--- src/rtl/opwl_pkg.sv ---
// opwl_pkg: shared widths, reset values, register codes and item types
// for the onset peak window locator; no dependencies
package opwl_pkg;

  // field widths
  localparam int SEQ_W     = 32;
  localparam int FI_W      = 32;
  localparam int E_W       = 16;
  localparam int PRE_W     = 6;
  localparam int SEARCH_W  = 7;
  localparam int PEAK_W    = 7;
  localparam int WIN_W     = 7;
  localparam int CFG_W     = 7;
  localparam int CFG_IDX_W = 2;

  // one cell per frame the pre-roll search can reach, onset frame included
  localparam int SCAN_CELLS = 1 << PRE_W;

  // most negative energy
  localparam logic signed [E_W-1:0] E_MIN = {1'b1, {(E_W-1){1'b0}}};

  // register reset values
  localparam logic [PRE_W-1:0]    PRE_ROLL_RST = PRE_W'(15);
  localparam logic [SEARCH_W-1:0] SEARCH_RST   = SEARCH_W'(45);
  localparam logic [PEAK_W-1:0]   PEAK_POS_RST = PEAK_W'(15);
  localparam logic [WIN_W-1:0]    WINDOW_RST   = WIN_W'(61);

  // register indexes
  typedef enum logic [CFG_IDX_W-1:0] {
    REG_PRE_ROLL = 2'd0,
    REG_SEARCH   = 2'd1,
    REG_PEAK_POS = 2'd2,
    REG_WINDOW   = 2'd3
  } cfg_reg_t;

  // input item
  typedef struct packed {
    logic [SEQ_W-1:0]        block_seq;
    logic signed [E_W-1:0]   energy;
    logic                    onset;
    logic                    listening;
  } in_item_t;

  // result item
  typedef struct packed {
    logic             frame_valid;
    logic [FI_W-1:0]  frame_index;
    logic [SEQ_W-1:0] gap_blocks;
    logic             window_ready;
    logic [FI_W-1:0]  window_start;
    logic [FI_W-1:0]  window_number;
  } out_item_t;

  // running best carried from cell to cell during the pre-roll search
  typedef struct packed {
    logic                  valid;
    logic signed [E_W-1:0] e;
    logic [PRE_W-1:0]      d;
  } scan_tok_t;

  // controls from the sequencer to the cell row
  typedef struct packed {
    logic             shift;
    logic             launch;
    logic [PRE_W-1:0] lim;
  } chain_ctl_t;

endpackage

--- src/rtl/opwl_cell.sv ---
// opwl_cell: one history cell, holds the energy of one recent frame and
// folds it into the running best as the search token passes; uses opwl_pkg
module opwl_cell #(
  parameter int INDEX = 0
) (
  input  logic                           clk,
  input  logic                           rst,
  input  logic                           shift,
  input  logic [opwl_pkg::PRE_W-1:0]     lim,
  input  logic signed [opwl_pkg::E_W-1:0] energy_in,
  output logic signed [opwl_pkg::E_W-1:0] energy_out,
  input  opwl_pkg::scan_tok_t            tok_in,
  output opwl_pkg::scan_tok_t            tok_out
);
  import opwl_pkg::*;

  localparam logic [PRE_W-1:0] IDX = PRE_W'(INDEX);

  logic signed [E_W-1:0] energy_q;
  logic                  tok_valid;
  logic signed [E_W-1:0] tok_e;
  logic [PRE_W-1:0]      tok_d;
  logic                  take;

  // history shifts by one frame each time a frame is made
  always_ff @(posedge clk) begin
    if (shift) begin
      energy_q <= energy_in;
    end
  end

  // going back in time, ties go to the older frame
  assign take = (IDX <= lim) && (energy_q >= tok_in.e);

  always_ff @(posedge clk) begin
    if (rst) begin
      tok_valid <= 1'b0;
    end else begin
      tok_valid <= tok_in.valid;
    end
  end

  always_ff @(posedge clk) begin
    if (take) begin
      tok_e <= energy_q;
      tok_d <= IDX;
    end else begin
      tok_e <= tok_in.e;
      tok_d <= tok_in.d;
    end
  end

  assign energy_out = energy_q;
  assign tok_out    = '{valid: tok_valid, e: tok_e, d: tok_d};

endmodule

--- src/rtl/opwl_chain.sv ---
// opwl_chain: row of history cells, newest frame in cell zero; the search
// token enters at cell zero and leaves the last cell; uses opwl_pkg, opwl_cell
module opwl_chain (
  input  logic                            clk,
  input  logic                            rst,
  input  opwl_pkg::chain_ctl_t            ctl,
  input  logic signed [opwl_pkg::E_W-1:0] energy,
  output opwl_pkg::scan_tok_t             tok_end
);
  import opwl_pkg::*;

  logic signed [E_W-1:0] e_q [SCAN_CELLS];
  scan_tok_t             tok [SCAN_CELLS];
  scan_tok_t             tok_launch;

  // fresh token, the first cell always takes its own frame
  assign tok_launch = '{valid: ctl.launch, e: E_MIN, d: '0};

  for (genvar j = 0; j < SCAN_CELLS; j++) begin : g_cell
    if (j == 0) begin : g_head
      opwl_cell #(.INDEX(j)) u_cell (
        .clk        (clk),
        .rst        (rst),
        .shift      (ctl.shift),
        .lim        (ctl.lim),
        .energy_in  (energy),
        .energy_out (e_q[j]),
        .tok_in     (tok_launch),
        .tok_out    (tok[j])
      );
    end else begin : g_body
      opwl_cell #(.INDEX(j)) u_cell (
        .clk        (clk),
        .rst        (rst),
        .shift      (ctl.shift),
        .lim        (ctl.lim),
        .energy_in  (e_q[j-1]),
        .energy_out (e_q[j]),
        .tok_in     (tok[j-1]),
        .tok_out    (tok[j])
      );
    end
  end

  assign tok_end = tok[SCAN_CELLS-1];

endmodule

--- config.mk ---
export PLATFORM = sky130hd
export DESIGN_NAME = opwl_chain
export DESIGN_NICKNAME = d
export VERILOG_FILES = /design/src/rtl/opwl_pkg.sv /design/src/rtl/opwl_cell.sv /design/src/rtl/opwl_chain.sv
export SDC_FILE = /design/constraint.sdc
export NUM_CORES = 2
export LEC_CHECK = 0
export BUFFER_PORTS_ARGS = -buffer_cell sky130_fd_sc_hd__buf_2
export CORE_AREA = 10 10 646 394
export CTS_CLUSTER_SIZE = 14
export DETAILED_ROUTE_END_ITERATION = 6
export DIE_AREA = 0 0 656 404
export GPL_TIMING_DRIVEN = 0
export HOLD_SLACK_MARGIN = 0.1
export MAX_ROUTING_LAYER = met4
export PLACE_DENSITY = 0.58
export SETUP_SLACK_MARGIN = 0.4
export SYNTH_ARGS = -nofsm -noshare
export SYNTH_HDL_FRONTEND = slang
export SYNTH_HIERARCHICAL = 1
export SYNTH_SLANG_ARGS = --single-unit
export TNS_END_PERCENT = 100
--- constraint.sdc ---
create_clock -name clk -period 3.4 [get_ports clk]
set_clock_uncertainty 0.15 [all_clocks]
set_input_delay 0.68 -clock clk [delete_from_list [all_inputs] [get_ports clk]]
set_output_delay 0.68 -clock clk [all_outputs]
set_load 0.03 [all_outputs]
==> summary.txt <==
Power
  • VDD IR max: 0.4361 mV
  • LEAKAGE: 53.91 nW
  • Sequential Power Share: 0.406
  • Clock share of power: 0.227
  • Sw frac: 0.3228
  • Internal power: 76.57 mW
  • Comb pwr share: 0.367
  • PwrDens: 900.5 nW/um^2
  • Total power: 113.1 mW
  • P_sw: 36.49 mW

Timing
  • Final Slew Violations: 0
  • Worst Tran Pin Value: 1.366 ns
  • Max Fclk: 334.5 MHz
  • Fin crit period: 2.990 ns
  • Fin crit share: 0.8793
  • Slew HR: 0.08356
  • RSZ-0062 raised after global routing: yes
  • Hold Violations, Final: 0
  • Setup Viol. Count Final: 0

Clocking
  • Clk slew on worst S/H paths: 0.07 ns
  • Clk sinks: 2496
  • Skew-Pair Late Insertion Delay: 0.88 ns
  • CTS tree: built
  • Max clock buf depth: 4
  • Root buf cell: clkbuf_16
  • # H-tree levels: 4
  • Num CTS Buffers: 233

Worst setup path
  • Crit Path Class: flop to flop
  • Worst Path Arrival: 3.58 ns
  • Crit path max fanout: 5
  • Flop2flop setup slack: 0.41 ns
  • FF-to-FF path depth: 9
  • Worst reg2reg path endpoint: g_cell[20].g_body.u_cell/tok_e[7]$_DFF_P_
  • CP Launch Type: flop
  • CP Data Required Time: 3.99 ns
  • RR Startpoint: g_cell[20].g_body.u_cell/energy_out[14]$_DFFE_PP_
  • Crit end category: flop

Worst hold path
  • Hold Path Origin: ctl[7]
  • Hold Crit Class: primary input to flop
  • Hold path endpoint: g_cell[1].g_body.u_cell/energy_out[2]$_DFFE_PP_
  • Hold path cells: 2

Yosys
  • Synth Flop Type: dfxtp_1
  • Synth warn: 6
  • Largest area contributor in the netlist: edfxtp_1
  • Syn Inst Count: 8387
  • Flop and latch count out of synthesis: 2496
  • Avg Inst Size Synth: 12.94 sq um
  • Post-synth cell types: 85
  • Post-synth EDFFs: 1024
  • Ranking of synthesized cells by area: edfxtp_1 28%, dfxtp_1 27%, ha_1 12%, mux2_4 5.2%, mux2_1 5.0%
  • Synthesized area: 108600 sq um
  • Async set-reset flop share out of synthesis: 0
  • Synth top area share: 0.2833
  • Sequential area share after synthesis: 0.5547

Final layout
  • Layout cells sized above 1: 0.1889
  • Multi-input gate area in the final layout: 44220 sq um
  • Final Net Count: 10.12k
  • FF/Latch Area: 60230 sq um
  • Synth-to-Final Area Change: 15.66%
  • Non-Filler Instances: 12.53k
  • Fillers: 20.61k
  • Core Util, Final: 0.5186

Global route
  • All-Layer GR Usage: 0.1742
  • First-pass GRT wire length: 366100 um
  • Grt ovf: 0
  • Vias in the first global route: 63.81k
  • Initial antenna violation count: 3
  • Largest net degree at the start of global routing: 141

Placed design
  • Post-detail-place hpwl: 163300 um
  • Placer Congestion: 0.8478
  • Placed Cells: 11.77k
  • PortBufs: 48

Floorplanning
  • Die Y: 404 um
  • FP Rows: 140
  • Die area: 265000 sq um
  • Core region area: 242100 sq um
  • Starting Density: 0.4484
  • # IOs: 49
  • Die width: 656 um

Detailed routing
  • Avg Vias per Cell: 5.158
  • Via count: 64.64k
  • First-pass iteration count of the detailed router: 6
  • Post-DR wirelength/cell: 18.78 um
  • Initial DRC Count: 4531
  • Routed wire length: 235400 um
  • Residual DRC: 0
  • ANT nets after route: 0

Outcome
  • Outcome: finished clean

Run
  • # Max-Cap Violations: 0
[Yosys cell counts, drive strengths merged, types with 13 or more instances]
master / instances
a22o: 25
o311ai: 15
o211ai: 113
a311o: 41
inv: 1054
nor4: 82
o32ai: 13
nor3: 44
mux2: 954
a21o: 26
o21ai: 128
a21boi: 49
a2111o: 18
o31ai: 36
o31a: 48
nor2b: 132
buf: 202
nand2: 188
edfxtp: 1024
dfxtp: 1472
and2: 221
nand3: 119
a222oi: 36
nor2: 139
and4: 103
nand2b: 222
nand4: 211
nand3b: 27
a221o: 17
a31oi: 15
a22oi: 36
a21oi: 444
ha: 1024
clkbuf: 28
[through the flow]
stage / setup TNS (ns) / worst slack (ns) / hold WS [ns] / instance area, sq um
after floorplan: 0 / 0.6885 / 0.2363 / 108700
after global placement: - / -17.13 / 0.2426 / 113100
after detailed placement: -319.15 / -0.9512 / 0.2409 / 113500
after CTS: 0 / 0.3816 / 0.1372 / 122300
after global routing: 0 / 0.3368 / 0.1430 / 125500
final: 0 / 0.4103 / 0.1876 / 125600
[cell families (layout without fill, tap and decap cells)]
| group | count (synthesis) | after routing | share of synthesized area |
|---|---|---|---|
| and+or+nand+nor | 1510 | 1510 | 0.08398 |
| buffers and inverters | 1285 | 2110 | 0.05390 |
| xor gates and xnor gates | 1 | 1 | 0.0001499 |
| AOI/OAI and AO/OA | 1105 | 1105 | 0.07606 |
| DFF | 2496 | 2496 | 0.5547 |
| other | 2 | 57 | 0.00006918 |
| adders and majority gates | 1024 | 1024 | 0.1180 |
| muxes | 964 | 964 | 0.1131 |
[final cells by class]
class,count,area share
tap,3266,0.03255
sequential,2496,0.4797
clock inverter,56,0.002980
multi-input combinational,4658,0.3522
inverter,1055,0.03154
timing repair buffer,396,0.02763
buffer,230,0.01646
antenna,3,0.00005979
clock buffer,373,0.05685
[worst max-delay path, stage by stage (launching register included)]
cell and delay [ns]:
edfxtp_1 0.44, ha_4 0.27, a21oi_1 0.17, a21boi_1 0.12, a311o_1 0.35, o31a_1 0.32
o32ai_4 0.41, buf_4 0.19, buf_6 0.13, mux2_4 0.31
[state kept, by name (all words and copies together) (netlist names)]
signal / count
g_cell.g_body.u_cell/energy_out: 1008
g_cell.g_body.u_cell/tok_e: 1008
g_cell.g_body.u_cell/tok_d: 378
g_cell.g_body.u_cell/tok_valid: 63
g_cell.g_head.u_cell/energy_out: 16
g_cell.g_head.u_cell/tok_e: 16
g_cell.g_head.u_cell/tok_d: 6
g_cell.g_head.u_cell/tok_valid: 1
[power groups by stage]
stage                     combinational (mW)  sequential [mW]  clock, mW
after floorplan                         29.2             44.2          0
after global placement                  36.1             47.0          0
after detailed placement                37.4             46.5          0
after CTS                               38.8             45.9       26.4
after global routing                    46.1             46.9       27.6
final                                   41.5             45.9       25.7
[layer usage]
metal	global-route usage	up-vias	share of wire
met5	-	-	0
met4	0.03764	0	0.020
met3	0.02767	317	0.055
met2	0.2404	1446	0.40
met1	0.2662	31432	0.53
li1	-	31448	-
[cell usage in the layout, fill, tap and decap left out, drive strengths merged, types with 10 or more instances in the layout]
cell type / n
nor4: 82
nand3b: 27
and4: 103
a221o: 17
edfxtp: 1024
o311ai: 15
buf: 567
a31oi: 15
o211ai: 113
a22o: 25
ha: 1024
and2: 221
a222oi: 36
nand2: 188
inv: 1060
a21o: 26
a311o: 41
mux2i: 10
o21ai: 128
nand4: 211
dlygate4sd3: 19
nor2b: 132
dfxtp: 1472
nor3: 44
nand3: 119
a21boi: 49
o31ai: 36
a21oi: 444
a22oi: 36
o31a: 48
nor2: 139
mux2: 954
a2111o: 18
nand2b: 222
o32ai: 13
clkinv: 47
conb: 54
clkbuf: 408
[timing repair]
| action | CTS | global route |
|---|---|---|
| resized for setup | 86 | 279 |
| pin swaps | 28 | 111 |
| setup endpoints to repair | 636 | 675 |
| hold buffers | 21 | 0 |
| cloned | 11 | 25 |
| hold endpoints to repair | 25 | 0 |
| setup buffers | 58 | 220 |
[how the worst max path moves through the flow]
stage,start,end,cells past startpoint
after floorplan,g_cell[47].g_body.u_cell/energy_out[15]$_DFFE_PP_,g_cell[47].g_body.u_cell/tok_e[10]$_DFF_P_,7
final,g_cell[20].g_body.u_cell/energy_out[14]$_DFFE_PP_,g_cell[20].g_body.u_cell/tok_e[7]$_DFF_P_,9
after CTS,g_cell[46].g_body.u_cell/energy_out[5]$_DFFE_PP_,g_cell[46].g_body.u_cell/tok_e[7]$_DFF_P_,8
after detailed placement,ctl[7],g_cell[41].g_body.u_cell/energy_out[9]$_DFFE_PP_,5
after global placement,ctl[7],g_cell[41].g_body.u_cell/energy_out[9]$_DFFE_PP_,1
after global routing,g_cell[35].g_body.u_cell/energy_out[15]$_DFFE_PP_,g_cell[35].g_body.u_cell/tok_e[13]$_DFF_P_,8
Power figures use the tool's default switching activity.
